## src/rtl/sstu_pkg.sv

```systemverilog
// Shared types, constants and the sine table builder for the stereo sine bank.
package sstu_pkg;

  // Default sizes for the top level parameters
  localparam int OSC_COUNT_DEF   = 40;
  localparam int SINE_DEPTH_DEF  = 1024;
  localparam int PHASE_BITS_DEF  = 32;

  // Fixed field widths
  localparam int FUNC_W   = 2;
  localparam int IDX_W    = 6;
  localparam int STEP_W   = 32;
  localparam int LEVEL_W  = 16;
  localparam int SAMPLE_W = 24;
  localparam int IN_DATA_W  = 40;
  localparam int OUT_DATA_W = 2 * SAMPLE_W;

  // Datapath widths
  localparam int SIN_W      = 16;
  localparam int CSIN_W     = 17;
  localparam int MUL_A_W    = 34;
  localparam int MUL_B_W    = 18;
  localparam int PROD_W     = MUL_A_W + MUL_B_W;
  localparam int TREM_SHIFT = 15;
  localparam int GAIN_SHIFT = 22;
  localparam int TERM_W     = 26;

  localparam logic [LEVEL_W-1:0] LEVEL_RESET = 16'd4096;
  localparam longint unsigned HALF_PI_Q30 = 64'd1686629713;

  // Function codes of an input word
  localparam logic [FUNC_W-1:0] FUNC_TICK   = 2'd0;
  localparam logic [FUNC_W-1:0] FUNC_WR_CAR = 2'd1;
  localparam logic [FUNC_W-1:0] FUNC_WR_LFO = 2'd2;

  typedef enum logic [3:0] {
    ST_IDLE,
    ST_RD,
    ST_CIDX,
    ST_LIDX,
    ST_CSIN,
    ST_LSIN,
    ST_TREM,
    ST_GAIN,
    ST_ACC,
    ST_DONE
  } state_e;

  typedef enum logic [2:0] {
    MUL_IDX_C,
    MUL_IDX_L,
    MUL_SQR,
    MUL_TREM,
    MUL_GAIN
  } mul_op_e;

  typedef struct packed {
    logic    en;
    mul_op_e op;
  } mul_ctrl_t;

  // Quarter-wave entry from a Q2.30 angle: truncated Taylor series, Q1.15 result
  function automatic logic [SIN_W-1:0] sine_from_angle(longint unsigned a);
    longint unsigned one;
    longint unsigned a2;
    longint unsigned t;
    longint unsigned s;
    one = 64'd1 << 30;
    a2  = (a * a) >> 30;
    t   = one;
    t   = one - (((a2 * t) >> 30) / 64'd110);
    t   = one - (((a2 * t) >> 30) / 64'd72);
    t   = one - (((a2 * t) >> 30) / 64'd42);
    t   = one - (((a2 * t) >> 30) / 64'd20);
    t   = one - (((a2 * t) >> 30) / 64'd6);
    s   = (a * t) >> 30;
    return SIN_W'((s * 64'd32767 + (64'd1 << 29)) >> 30);
  endfunction

endpackage

```

## src/rtl/sstu_mul.sv

```systemverilog
// Shared multiplier: operand select, one signed multiply, registered product.
module sstu_mul #(
  parameter int PHASE_BITS       = sstu_pkg::PHASE_BITS_DEF,
  parameter int SINE_TABLE_DEPTH = sstu_pkg::SINE_DEPTH_DEF
) (
  input  logic                                clk_i,
  input  sstu_pkg::mul_ctrl_t                 ctrl_i,
  input  logic [PHASE_BITS-1:0]               car_phase_i,
  input  logic [PHASE_BITS-1:0]               lfo_phase_i,
  input  logic [sstu_pkg::SIN_W-1:0]          sin_i,
  input  logic signed [sstu_pkg::CSIN_W-1:0]  csin_i,
  input  logic [sstu_pkg::LEVEL_W-1:0]        level_i,
  output logic signed [sstu_pkg::PROD_W-1:0]  prod_o
);
  import sstu_pkg::*;

  // phase times four table depths gives the table index above PHASE_BITS
  localparam logic signed [MUL_B_W-1:0] QUAD_SCALE = MUL_B_W'(4 * SINE_TABLE_DEPTH);

  logic signed [MUL_A_W-1:0] mul_a;
  logic signed [MUL_B_W-1:0] mul_b;
  logic signed [PROD_W-1:0]  prod_d;
  logic signed [PROD_W-1:0]  prod_q;

  // operand select
  always_comb begin
    mul_a = '0;
    mul_b = '0;
    case (ctrl_i.op)
      MUL_IDX_C: begin
        mul_a = MUL_A_W'(car_phase_i);
        mul_b = QUAD_SCALE;
      end
      MUL_IDX_L: begin
        mul_a = MUL_A_W'(lfo_phase_i);
        mul_b = QUAD_SCALE;
      end
      MUL_SQR: begin
        mul_a = MUL_A_W'(sin_i);
        mul_b = MUL_B_W'(sin_i);
      end
      MUL_TREM: begin
        mul_a = MUL_A_W'(csin_i);
        mul_b = MUL_B_W'(prod_q[TREM_SHIFT +: CSIN_W]);
      end
      MUL_GAIN: begin
        mul_a = prod_q[MUL_A_W-1:0];
        mul_b = MUL_B_W'(level_i);
      end
      default: begin
        mul_a = '0;
        mul_b = '0;
      end
    endcase
  end

  assign prod_d = PROD_W'(mul_a) * PROD_W'(mul_b);

  always_ff @(posedge clk_i) begin
    if (ctrl_i.en) begin
      prod_q <= prod_d;
    end
  end

  assign prod_o = prod_q;

endmodule

```

## config.mk

```make
export PLATFORM = sky130hd
export DESIGN_NAME = sstu_mul
export DESIGN_NICKNAME = d
export VERILOG_FILES = /design/src/rtl/sstu_pkg.sv /design/src/rtl/sstu_mul.sv
export SDC_FILE = /design/constraint.sdc
export NUM_CORES = 2
export LEC_CHECK = 0
export BUFFER_PORTS_ARGS = -buffer_cell sky130_fd_sc_hd__buf_2
export CAP_MARGIN = 10
export CORE_MARGIN = 5
export CORE_UTILIZATION = 47
export DETAILED_ROUTE_END_ITERATION = 8
export GPL_ROUTABILITY_DRIVEN = 0
export PLACE_DENSITY = 0.67
export SYNTH_ARGS = -nofsm -noshare
export SYNTH_HDL_FRONTEND = slang
export SYNTH_SLANG_ARGS = --single-unit
```

## constraint.sdc

```tcl
create_clock -name clk_i -period 7.8 [get_ports clk_i]
set_clock_uncertainty 0.15 [all_clocks]
set_input_delay 1.56 -clock clk_i [delete_from_list [all_inputs] [get_ports clk_i]]
set_output_delay 1.56 -clock clk_i [all_outputs]
set_load 0.05 [all_outputs]
```

* After elaboration in Yosys (flattened, before gate mapping)
Cells that the tools add are included.
** Operators by class
- $mul :: 1
- Eq/ne operators :: 4
- Multiplexer cells :: 2
- Reduce and logical (&&, ||, !) cells :: 2
** Operators by type and width (count)
- 34-bit one-hot mux with 5 select lines :: 1
- 17-bit one-hot mux with 4 select lines :: 1
- 34-bit by 18-bit multiplier with 52-bit output :: 1
- 3-bit by 2-bit == test with 1-bit output (second input constant) :: 2
- 3-bit by 1-bit == test with 1-bit output (second input constant) :: 1
- 3-bit == test (second input constant) :: 1
- 3-bit zero test :: 1
- 2-bit OR reduction :: 1
** Storage, ports and cells
- Register bits :: 52
- Bits of input ports :: 118
- Output and inout bits :: 52
- Logic and storage cells :: 10

* Depth between registers and ports, before layout
- Depth after elaboration :: 4
- Mapped depth :: 31
- Mapped depth without buffers :: 28

* Worst setup path before layout
Ideal clock, no wire load.
- Path kind :: input to register
- Start point :: input port ctrl_i[0] in the netlist's numbering
- End point :: register prod_q[47], in the netlist prod_o[47], data pin
- Setup time :: 261 ps
- Data arrival time :: 7913 ps
- Data required time :: 7389 ps
- Path slack :: -524 ps
- Stages :: 26
- Cells stage by stage :: buf_2 inv_1 nor3_1 clkbuf_1 a22oi_1 nand3_1 clkbuf_1 nand2_1 fa_1 fa_1 inv_1 fa_1 fa_1 fa_1 inv_1 fa_1 inv_1 ha_1 and3_1 and2_2 a221oi_1 a31oi_1 a21o_1 a21o_1 a21boi_1 xnor2_1
** Between the ends
- Word-level cells in the longest chain between the ends :: 4
** Ends and longest elaborated chain
- start, declared :: line sstu_mul.sv:7 : input sstu_pkg::mul_ctrl_t ctrl_i,
- 3-bit by 1-bit == test with 1-bit output / 3-bit zero test (equally long branches) :: line sstu_mul.sv:29 : case (ctrl_i.op)
- 2-bit OR reduction (no source line)
- 17-bit one-hot mux with 4 select lines :: line sstu_mul.sv:29
- 34-bit by 18-bit multiplier with 52-bit output (*) :: line sstu_mul.sv:57 : assign prod_d = PROD_W'(mul_a) * PROD_W'(mul_b);
- net prod_d[47] :: line sstu_mul.sv:22 : logic signed [PROD_W-1:0] prod_d;
- end signal, assigned :: line sstu_mul.sv:61 : prod_q <= prod_d;
- end, declared :: line sstu_mul.sv:23 : logic signed [PROD_W-1:0] prod_q;
Mark *: on every way through the listed nets, which the timed path passes. The rest lies on a longest branch.
A chain may end at the register's enable or synchronous reset.

* Final worst setup path
- Start point :: input port ctrl_i[2] in the netlist's numbering
- End point :: register prod_q[50], in the netlist prod_o[50], data pin
Same word-level chain as after synthesis.

==> results.cfg <==
[die]
ios = 170
die-area_um2 = 53000
die_w_um = 230
initial_core_util_pct = 47.6
placementRows = 80
die_h_um = 230
core_area_um2 = 47800

[sta]
finalCritPeriodShare_pct = 105
period_minus_slack_ns = 8.17
timing.final.max_slew_violations = 0
tns_ns = -5.12
tightest_slew_ns = 0.749
setup_slack_ns = -0.368
slew_headroom_pct = 50.1
setup_violations = 25
finalHoldViolations = 0
hold_ws_ns = 1.08
rsz0062_at_grt = true
timing.fmax_ghz = 0.122

[global_route]
grt_antenna_before_repair = 5
grt_max_degree = 53
grt_use_total_pct = 32.2
grt_overflow = 0
grt_first_pass_wirelength_um = 131000
grt_pass1_vias = 23400

[cts]
insertion_delay_ns = 0.32
clock_path_buffers = 2
cts-root-buf = clkbuf_16
cts-htree-levels = 2
cts_sinks = 52
tritoncts = done
clkTransAtPathRegs_ns = 0.08
numCtsBuffers = 5

[placed_design]
pre_cts_slack_ns = -0.959
dp_hpwl_um = 71800
io_buffers = 169

[drt]
drt-initial-drc-count = 1966
viasPerCell = 5.61
firstDrtPassIters = 6
wl_per_cell_um = 22.5
totalWireLength_um = 86200
num_vias = 21400
drc = 0
ant_nets = 0

[setup_path]
critPathKind = input pin to register
critPathMaxFanout = 6
rr_worst_depth = 22
critPathCaptureType = register
arrival_ns = 8.16
crit_required_ns = 7.79
critical_path.startpoint_type = input pin

[power_and_ir_drop]
p_seq_share_pct = 9.8
peakVddDrop_mv = 0.306
leakage_uw = 0.0150
p_clk_share_pct = 3.2
internal-power_uw = 3900
p_switching_uw = 4560
pwr-share-comb_pct = 86.9
power.density_nw_per_um2 = 281
p_sw_share_pct = 53.9

[final_layout]
regArea_um2 = 1560
final.fill_count = 3779
multi_input_area_um2 = 19800
mostFrequentLayoutCell = inv_1
synthToLayoutAreaGrowth_pct = 32.4
fin_nets = 3993
drive_above_1_share_pct = 30.4
largest_register_ffs = 52
layout_common_cells = inv_1 (615), fa_1 (524), buf_4 (426)

[yosys]
synth-main-ff-cell = edfxtp_1
synth_edf_count = 52
synth_xor_area_share_pct = 1.88
synth_top_family_by_area = adder cells
synthDistinctLibCells = 72
yosys_warnings = 0
synthAdderAreaFrac_pct = 55.1
synth_compound_area_share_pct = 7.93
syn_area_per_cell_um2 = 8.66
syn_nets = 3422
synth_seq_area_share_pct = 6.86
synth_cells = 2631
synthSimpleGateAreaFrac_pct = 14.9
async_flop_share_pct = 0
syn_area_um2 = 22800
ys_ff_latch = 52
synth.area.mux_share_pct = 0.753

[min_path]
hold_depth = 6
hp-class = register to register

[run_status]
violations = setup timing
status = finished with violations

[flow_run]
drv_cap = 0
[power by group through the flow]
stage	sequential (uW)	combinational (uW)	clock, uW
after floorplan	1090	3600	0
after global placement	798	6260	0
after detailed placement	799	6420	0
after CTS	800	7000	277
after global routing	819	7840	289
final	833	7350	274
[synthesized netlist by cell type (3+ instances only)]
| cell | instances | share of area, % |
|---|---|---|
| nor2_1 | 231 | 3.8 |
| edfxtp_1 | 52 | 6.9 |
| clkbuf_1 | 95 | 1.6 |
| nand2_1 | 432 | 7.1 |
| nor2b_1 | 31 | 0.85 |
| a21o_1 | 17 | 0.56 |
| o21a_1 | 23 | 0.76 |
| a221oi_1 | 3 | 0.12 |
| and3_1 | 14 | 0.38 |
| o211ai_2 | 3 | 0.16 |
| o311ai_2 | 3 | 0.21 |
| a211oi_1 | 5 | 0.16 |
| o211ai_1 | 4 | 0.13 |
| mux2_2 | 9 | 0.44 |
| o22ai_1 | 3 | 0.082 |
| a31oi_1 | 20 | 0.55 |
| o21ai_0 | 52 | 1.1 |
| inv_1 | 630 | 10 |
| nand4_1 | 5 | 0.14 |
| nand3_1 | 27 | 0.59 |
| buf_1 | 5 | 0.082 |
| a21oi_1 | 88 | 1.9 |
| fa_1 | 551 | 48 |
| o22a_1 | 3 | 0.12 |
| nor3_1 | 13 | 0.29 |
| xnor2_1 | 37 | 1.4 |
| nand2b_1 | 12 | 0.33 |
| mux2i_1 | 7 | 0.31 |
| buf_2 | 11 | 0.24 |
| xor2_1 | 12 | 0.46 |
| o21bai_1 | 5 | 0.16 |
| a22oi_1 | 18 | 0.59 |
| and2_1 | 26 | 0.71 |
| a211o_1 | 3 | 0.12 |
| ha_1 | 122 | 6.7 |
| o31ai_1 | 4 | 0.13 |
| a21boi_0 | 4 | 0.13 |
| o21ai_1 | 11 | 0.24 |
[cell type report]
class                      count  area share (%)
multi-input combinational   1833            65.8
timing repair buffer         680            18.0
antenna                        6          0.0498
sequential                    52            5.18
inverter                     630            7.86
clock buffer                   6           0.427
clock inverter                 2           0.129
tap                          615            2.55
[routing by layer]
metal,GRT usage [%],wire [um],up-vias
met2,51.1,39100,1391
met1,36.5,28000,10600
li1,-,-,8988
met5,0,27,-
met3,11.2,10700,433
met4,22.8,8320,4
[worst max-delay path, stage by stage]
cell	delay, ns
buf_6	0.12
buf_12	0.14
buf_6	0.13
nor3_4	0.29
buf_4	0.18
buf_8	0.12
a221o_2	0.22
buf_4	0.16
nand2_2	0.06
fa_1	0.54
inv_1	0.06
fa_2	0.56
fa_1	0.47
fa_1	0.54
fa_1	0.46
fa_1	0.50
ha_4	0.30
and3_4	0.20
nand2_1	0.05
or4b_4	0.59
a21oi_4	0.19
o211ai_4	0.12
a21oi_4	0.21
nor2_4	0.08
o311ai_2	0.27
[repair_timing]
| item | 4_1_cts | 5_1_grt |
|---|---|---|
| hold buffers | 0 | 0 |
| pin swaps | 93 | 35 |
| resized for setup | 216 | 94 |
| setup endpoints to repair | 34 | 29 |
| setup buffers | 48 | 20 |
| gates cloned | 5 | 1 |
[through the flow]
step | cells | total power (uW) | util, % | cell area [um^2]
finish | 3824 | 8460 | 63.0 | 30200
global route | 3818 | 8950 | 63.0 | 30100
CTS | 3797 | 8080 | 61.8 | 29600
detailed placement | 3738 | 7220 | 58.6 | 28100
global placement | 3738 | 7060 | 58.6 | 28100
floorplan | 2631 | 4690 | - | 23500
[final timing paths]
check             slack [ns]  startpoint    endpoint
hold reg to reg         1.08   prod_o[1]   prod_o[1]
setup reg to reg        0.56  prod_o[21]  prod_o[50]
hold / removal          1.08   prod_o[1]   prod_o[1]
setup / recovery       -0.37   ctrl_i[2]  prod_o[50]
[cells by family after synthesis]
group	Yosys count
flops	52
mux	16
fa+ha+maj	673
compound gates	284
simple gates	809
xor+xnor	49
buf+inv	748
(Power assumes the default switching activity.)
