`src/rtl/sstu_ram.sv`:
```
// Generic single-write, single-read RAM with registered read data.
module sstu_ram #(
  parameter int WIDTH = 32,
  parameter int DEPTH = 40
) (
  input  logic                     clk_i,
  input  logic                     we_i,
  input  logic [$clog2(DEPTH)-1:0] waddr_i,
  input  logic [WIDTH-1:0]         wdata_i,
  input  logic                     re_i,
  input  logic [$clog2(DEPTH)-1:0] raddr_i,
  output logic [WIDTH-1:0]         rdata_o
);

  logic [WIDTH-1:0] mem [DEPTH];
  logic [WIDTH-1:0] rdata_q;

  // write port
  always_ff @(posedge clk_i) begin
    if (we_i) begin
      mem[waddr_i] <= wdata_i;
    end
  end

  // read port, data held between reads
  always_ff @(posedge clk_i) begin
    if (re_i) begin
      rdata_q <= mem[raddr_i];
    end
  end

  assign rdata_o = rdata_q;

endmodule

```
`config.mk`:
```
export PLATFORM = sky130hd
export DESIGN_NAME = sstu_ram
export DESIGN_NICKNAME = d
export VERILOG_FILES = /design/src/rtl/sstu_ram.sv
export SDC_FILE = /design/constraint.sdc
export NUM_CORES = 1
export LEC_CHECK = 0
export BUFFER_PORTS_ARGS = -buffer_cell sky130_fd_sc_hd__buf_2
export CORE_AREA = 2 2 281 311
export DETAILED_ROUTE_END_ITERATION = 8
export DIE_AREA = 0 0 283 313
export PLACE_DENSITY = 0.76
export SETUP_SLACK_MARGIN = 0.1
export SLEW_MARGIN = 20
export SYNTH_ARGS = -nofsm -noshare
export SYNTH_HDL_FRONTEND = slang
export SYNTH_SLANG_ARGS = --single-unit
export TNS_END_PERCENT = 30
```
`constraint.sdc`:
```
create_clock -name clk_i -period 5.9 [get_ports clk_i]
set_clock_uncertainty 0.1 [all_clocks]
set_input_delay 0 -clock clk_i [delete_from_list [all_inputs] [get_ports clk_i]]
set_output_delay 0 -clock clk_i [all_outputs]
set_load 0.005 [all_outputs]
```
After elaboration in Yosys (flattened, before gate mapping)
Memories as Yosys holds them, arrays and structs flattened. A register that Yosys moved wholly into a read port is not among the register bits.
Index checks and enable logic that the tools add are counted.
{ "totals": {"out_inout_bits": 32, "latch_bits": 0, "mem_count": 1, "mem_bits_ro": 0, "input_bits": 47, "regBits": 0, "ram_bits": 1280} }
{ "classes": {"shift": 0, "mul": 0, "addsub": 0, "eq_ne": 0, "bitwise_logic": 0, "mux": 2, "div_mod_pow": 0, "n_lt_le_gt_ge": 0, "reduce_logical": 0} }
{ "memory_table": {"columns": ["memory", "depth", "word_bits", "rd", "rd_ports_with_merged_regs", "wr", "line_no", "rtl"], "rows": [
  ["mem", 40, 32, 1, 1, 1, "15", "logic [WIDTH-1:0] mem [DEPTH];"]
]} }
{ "ops": {"columns": ["cell", "count"], "rows": [
  ["$mux W1", 2]
]} }

Logic depth before layout (Yosys ltp)
Gate-level depths: netlist (run 1).
{ "logic_depth": {"ltp_word": 2, "mapped_depth": 8, "ltp_nobuf": 5} }

Worst setup path after synthesis (run 1)
OpenSTA, ideal clock, no wires.
{ "synth_timing": {"path_type": "input-to-reg", "from": "input port waddr_i[5]", "to": "memory mem[16][0], enable pin", "stages": 3, "setup_time_ns": 0.461, "t_arrival_ns": 2.691, "path_buffers": 0, "slack_ns": 2.648, "path_cell_list": "nor4bb_1 nand2b_1 nor3_1"} }
{ "synth_lines": {"columns": ["item", "line_no", "rtl"], "rows": [
  ["start: declaration", "8", "input logic [$clog2(DEPTH)-1:0] waddr_i,"],
  ["end: declaration", "15", null]
]} }
No word-level cell before the write port.

Worst setup path in the final report (run 1)
{ "layout_timing": {"from": "input port we_i", "to": "memory mem[16][18], enable pin"} }
{ "layout_between": {"elab_chain_len": 2} }
{ "layout_lines": {"columns": ["item", "line_no", "rtl"], "rows": [
  ["start: declaration", "7", "input logic we_i,"],
  ["$mux W1", "20", "if (we_i) begin"],
  ["$mux W1 (not written as such)", "21", "mem[waddr_i] <= wdata_i;"]
]} }
Every way passes these cells.

==> results of run 1 <==
## layout by cell type (no fill, tap or decap), types with 2 or more instances in the layout
cell type      synthesis  final
a21oi_1               64     64
a221oi_1              37     37
a221oi_2              27     27
a22o_1                64     64
a22oi_1              128    128
buf_12                 1     10
buf_2                 28     75
buf_4                 25     66
bufinv_16              0      6
clkbuf_1              62     33
clkbuf_16              0    121
clkinv_1               0     25
clkinv_2               0     19
clkinv_8               0      2
clkinvlp_4             0      2
diode_2                0      3
dlygate4sd3_1          0     39
edfxtp_1            1312   1312
mux2_2                32     32
mux2i_1              512    512
mux4_2                64     64
nand2_1               39     38
nand2b_1               5      3
nand2b_2               0      2
nand3_1                4      4
nor2_1                41      2
nor2_4                 0     39
nor2b_1                5      3
nor2b_4                0      2
nor3_2                 0      2
o22ai_1               32     32
o41ai_2               32     32
## cells by family after synthesis
| logic type | count (synthesis) | share of synthesized area (%) |
|---|---|---|
| DFF | 1312 | 77.3 |
| and+or+nand+nor | 103 | 0.872 |
| muxes | 608 | 13.6 |
| AOI/OAI and AO/OA | 384 | 6.46 |
| buffers and inverters | 155 | 1.72 |
## stage by stage
step | utilization (%) | instance area (um2)
2_1_floorplan | - | 50900
3_3_place_gp | 61.9 | 52900
3_5_place_dp | 61.9 | 52900
4_1_cts | 66.5 | 56900
5_1_grt | 66.5 | 56900
6_report | 66.5 | 56900
## state kept, by name, summed over array words and instances, names as in the netlist
name,count
rdata_o,32
mem,1280
## power breakdown
group	internal [mW]	switching [mW]	leakage (nW)
Combinational	0.344	0.598	5.57
Clock	3.99	3.19	1.75
Sequential	10.3	0.0321	11.8
## cell usage after synthesis (9+ instances only)
cell	count
a21oi_1	64
a221oi_1	37
a221oi_2	27
a22o_1	64
a22oi_1	128
buf_1	15
buf_2	28
buf_4	25
buf_6	14
clkbuf_1	62
clkbuf_4	9
edfxtp_1	1312
mux2_2	32
mux2i_1	512
mux4_2	64
nand2_1	39
nor2_1	41
o22ai_1	32
o41ai_2	32
## routing by layer
metal	GRT usage, %	up-vias
li1	-	10900
met4	11.9	0
met2	44.3	1472
met3	4.77	293
met1	37.6	13600
met5	0	-
## how the worst max path moves through the flow
stage                     from                    end  cells past startpoint
finish                    we_i  mem[16][18]$_DFFE_PP_                      6
CTS                       we_i  mem[16][18]$_DFFE_PP_                      6
detailed placement  raddr_i[2]   rdata_o[8]$_DFFE_PP_                      7
global placement    raddr_i[2]   rdata_o[5]$_DFFE_PP_                      7
global route              we_i  mem[16][18]$_DFFE_PP_                      6
floorplan           waddr_i[5]   mem[16][0]$_DFFE_PP_                      3
## critical path: stages
cell and delay, ns:
dlygate4sd3_1 0.57, buf_2 0.18, nor4bb_1 0.46, nand2b_1 0.32, nor3_2 0.45, dlygate4sd3_1 1.01
## cell type report
type,instances,share of cell area [%]
clock inverter,55,0.748
sequential,1312,69.3
timing repair buffer,191,2.60
clock buffer,154,5.54
tap,1150,2.53
antenna,3,0.0132
multi-input combinational,1095,19.3
==> flow_summary.toml, run 1 <==
[sta]
relSlewSlack_pct = 21.7
tightest_slew_ns = 1.17
timing.fmax_ghz = 0.360
rsz0062_at_grt = "no"
setup_ws_ns = 3.13
setup_viol = 0
min_period_ns = 2.77
post-route-period-util_pct = 47.0
drv_slew = 0
setup_tns_ns = 0
final-hold-violation-count = 0
hold_ws_ns = 0.109

[worst_setup_path]
cp_max_fo = 7
rrSetupSlack_ns = 3.97
crit_type = "in2reg"
rr_startpoint = "mem[20][24]$_DFFE_PP_"
startpoint_type = "input port"
r2r_end = "rdata_o[24]$_DFFE_PP_"
ff2ff_path_depth = 5
cp-end-kind = "flip-flop"
cp.arrival_ns = 3.00
critPathRequiredTime_ns = 6.13

[place]
io_buffer_count = 78
placed_cells = 3709
place_ws_ns = 2.84
gp_congestion = 0.800
place_hpwl_mm = 62.2

[power_and_ir_drop]
total_power_mw = 18.5
powerDensity_nw_per_um2 = 325
p_leak_nw = 19.1
peakVddDrop_uv = 331

[grt]
grt_usage_pct = 27.5
antenna_found_initial = 1
grt_start_max_net_pins = 88
grt_pass1_vias = 26500
grt_pass1_wl_mm = 177
grt_overflow = 0

[cts]
clk_latency_ns = 0.69
cts.clk_slew.worst_paths_ns = 0.06
postCtsHoldBufs = 39
cts-root-buf = "clkbuf_16"
clock_path_buffers = 3
cts_tree = "yes"
cts_resized = 0
cts_buffers = 119
htreeDepth = 3
post-cts-setup-buffers = 0
cts.sinks = 1312

[synth]
synth.area.top_cells = "edfxtp_1 77%, mux2i_1 10%, mux4_2 2.8%, a22oi_1 1.9%, a22o_1 1.1%"
ys_seq_elements = 1312
yosysUniqueCellTypes = 32
syn_nets = 2609
avgSynthCellArea_um2 = 19.9
ys_seq_area_share_pct = 77.3
synthDominantCellAreaShare_pct = 77.3
synthCells = 2562
yosys_warnings = 0
yosys.area.top_type = "edfxtp_1"
synth-main-ff-cell = "edfxtp_1"
ys_async_sr_fraction_pct = 0
synth_edf_count = 1312
syn-cell-area_um2 = 50900

[cells_and_area]
multi_input_area_um2 = 11000
fin_cells = 3960
area_growth_syn_to_layout_pct = 11.7
register_area_um2 = 39400
drive_above_1_share_pct = 18.1
nFillCells = 5379
nets = 2766

[floorplanning]
die_area_um2 = 88600
rows = 113
start_util_pct = 59.5
io_pins = 79
dieHeight_um = 313
core_area_um2 = 85500
fp.dieW_um = 283

[worst_hold_path]
hold-path-endpoint = "rdata_o[21]$_DFFE_PP_"
min_path_type = "in2reg"
holdPathStages = 4
holdCritStartpoint = "raddr_i[2]"

[routing]
drc_errors = 0
drt_iter0_drc = 3509
wl_met3_mm = 11.4
wl_mm = 122
ant_nets = 0
post_drt_wl_per_cell_um = 30.8
viasPerCell = 6.62
routed.top_layer = "met4"
drt-met1-wl_mm = 46.5
drtPass1Iterations = 5
vias = 26200
route.met2.wl_mm = 59.1

[run_status]
status = "finished, final reports clean"

[flow_run]
max_cap_viol_count = 0
(Power assumes the default switching activity.)
==> run 2, diff against run 1 <==
==> constraint.sdc (replaced) <==
create_clock -name clk_i -period 2.6 [get_ports clk_i]
set_clock_uncertainty 0.1 [all_clocks]
set_input_delay 0 -clock clk_i [delete_from_list [all_inputs] [get_ports clk_i]]
set_output_delay 0 -clock clk_i [all_outputs]
set_load 0.005 [all_outputs]
==> run 2 against run 1 <==
Net effect:
- total power is 130% higher
- sequential share of layout area is 1.5 points lower
- count of clock-buffer cells in the layout decreased by 14
==> flow_summary.toml, run 2 (synthesized netlist as in run 1, its figures left out) <==
[run_status]
status = "finished, final reports clean"

[routing]
drtPass1Iterations = 5
drt_iter0_drc = 3146
wl_mm = 126
drc_errors = 0
viasPerCell = 6.58
ant_nets = 0
post_drt_wl_per_cell_um = 31.2
vias = 26600

[place]
gp_congestion = 0.817
placed_cells = 3783
place_area_um2 = 54100
place_hpwl_mm = 69.6
io_buffer_count = 78

[power_and_ir_drop]
peakVddDrop_uv = 649
total_power_mw = 42.3
p_leak_nw = 19.7
powerDensity_nw_per_um2 = 726

[sta]
timing.fmax_ghz = 0.420
post-route-period-util_pct = 91.6
setup_viol = 0
relSlewSlack_pct = 41.6
tightest_slew_ns = 0.876
drv_slew = 0
setup_tns_ns = 0
rsz0062_at_grt = "no"
final-hold-violation-count = 0
min_period_ns = 2.38

[cells_and_area]
area_growth_syn_to_layout_pct = 14.2
nFillCells = 5214
final_common_cell = "edfxtp_1"
largest-register = "mem"
final_area_um2 = 58200
drive_above_1_share_pct = 20.5
largest_register_ffs = 1280
final_cell_mix = "1312 x edfxtp_1, 512 x mux2i_1, 128 x a22oi_1, 119 x clkbuf_16, 91 x buf_4"
fin_cells = 4038
nets = 2845

[grt]
grt_pass1_vias = 27000
grt_usage_pct = 28.4
grt_overflow = 0
grt_pass1_wl_mm = 181
grt_start_max_net_pins = 73
antenna_found_initial = 1

[worst_setup_path]
rrSetupSlack_ns = 0.52
critPathRequiredTime_ns = 2.99
startpoint_type = "input port"
rr_startpoint = "mem[5][26]$_DFFE_PP_"
cp_max_fo = 30
startpoint = "raddr_i[2]"
cp-end-kind = "flip-flop"
cp.arrival_ns = 2.78
r2r_end = "rdata_o[26]$_DFFE_PP_"
ff2ff_path_depth = 5
crit_chain = "dlygate4sd3_1 -> buf_2 -> and2_4 -> buf_12 -> a22o_1 -> a221oi_1 -> o22ai_1 -> o41ai_2"
cp_slowest_cell = "dlygate4sd3_1"
max_stage_delay_ns = 0.52
crit_type = "in2reg"
endpoint = "rdata_o[26]$_DFFE_PP_"

[floorplanning]
rows = 113
io_pins = 79
die_area_um2 = 88600
core_area_um2 = 85500
fp.dieW_um = 283
start_util_pct = 59.5
dieHeight_um = 313

[cts]
clock_path_buffers = 3
post-cts-setup-buffers = 0
cts_resized = 0
cts.sinks = 1312
clk_latency_ns = 0.71
cts-root-buf = "clkbuf_16"
htreeDepth = 3
cts_tree = "yes"
cts.clk_slew.worst_paths_ns = 0.06
cts_buffers = 119

[flow_run]
max_cap_viol_count = 0

[worst_hold_path]
min_path_type = "in2reg"
holdPathStages = 5
run 2: cell types whose count changed in the layout (fill, tap and decap cells not counted), moves of 2 or more:
cell / change
buf_4: +25
clkbuf_16: -2
nor3_4: +2
diode_2: -2
clkinv_16: +2
clkinv_1: +3
nor3_2: -2
clkinvlp_4: +4
buf_12: +49
dlygate4sd3_1: +5
inv_6: +2
clkinv_2: +3
clkbuf_1: -12
run 2: how the worst min path moves through the flow:
stage | endpoint | slack, ns | start
final | rdata_o[31]$_DFFE_PP_ | 0.06 | raddr_i[1]
after global routing | rdata_o[0]$_DFFE_PP_ | 0.07 | raddr_i[1]
after CTS | rdata_o[1]$_DFFE_PP_ | 0.02 | raddr_i[1]
after detailed placement | rdata_o[3] | 0.31 | rdata_o[3]$_DFFE_PP_
after global placement | rdata_o[4] | 0.31 | rdata_o[4]$_DFFE_PP_
after floorplan | mem[0][0]$_DFFE_PP_ | -0.001 | wdata_i[0]
run 2: worst max-delay path, delay by kind of cell:
kind	cells	cell delay [ns]
AND/OR/NAND/NOR	1	0.36
buffers and inverters	3	1.03
AO/OA/AOI/OAI	4	1.33
run 2: area by class of cell:
type	instances	area (um2)	share of cell area, %
well taps	1150	1440	2.47
clock inverters	70	579	0.996
multi-input cells	1095	11000	18.9
repair buffers	270	2700	4.63
flip-flops and latches	1312	39400	67.7
clock buffers	140	3060	5.25
diodes	1	2.50	0.00430
run 2: metrics by stage:
| stage | hold slack [ns] | setup WS [ns] | utilization [%] |
|---|---|---|---|
| finish | 0.0619 | 0.217 | 68.0 |
| detailed placement | 0.307 | 0.116 | 63.2 |
| global placement | 0.312 | 0.189 | 63.2 |
| global route | 0.0696 | 0.180 | 68.0 |
| floorplan | -0.00113 | 0.0654 | - |
| CTS | 0.0175 | 0.319 | 68.0 |
run 2: report_power, final:
group	total, mW	switching (mW)	internal [mW]
Clock	16.4	7.46	8.98
Sequential	23.5	0.0683	23.5
Combinational	2.27	1.41	0.864
Total	42.3	8.93	33.3
run 2: what timing repair did:
item | CTS | global route
hold buffers | 44 | 0
setup endpoints to repair | 0 | 0
hold endpoints to repair | 1422 | 0
run 2: per-layer routing:
| metal | global-route usage, % | vias to the layer above | part of all wire [%] |
|---|---|---|---|
| met5 | 0 | - | 0.0064 |
| met4 | 12.8 | 2 | 4.4 |
| met3 | 5.33 | 329 | 9.5 |
| met2 | 47.1 | 1515 | 49 |
| met1 | 37.0 | 13600 | 37 |
| li1 | - | 11100 | - |
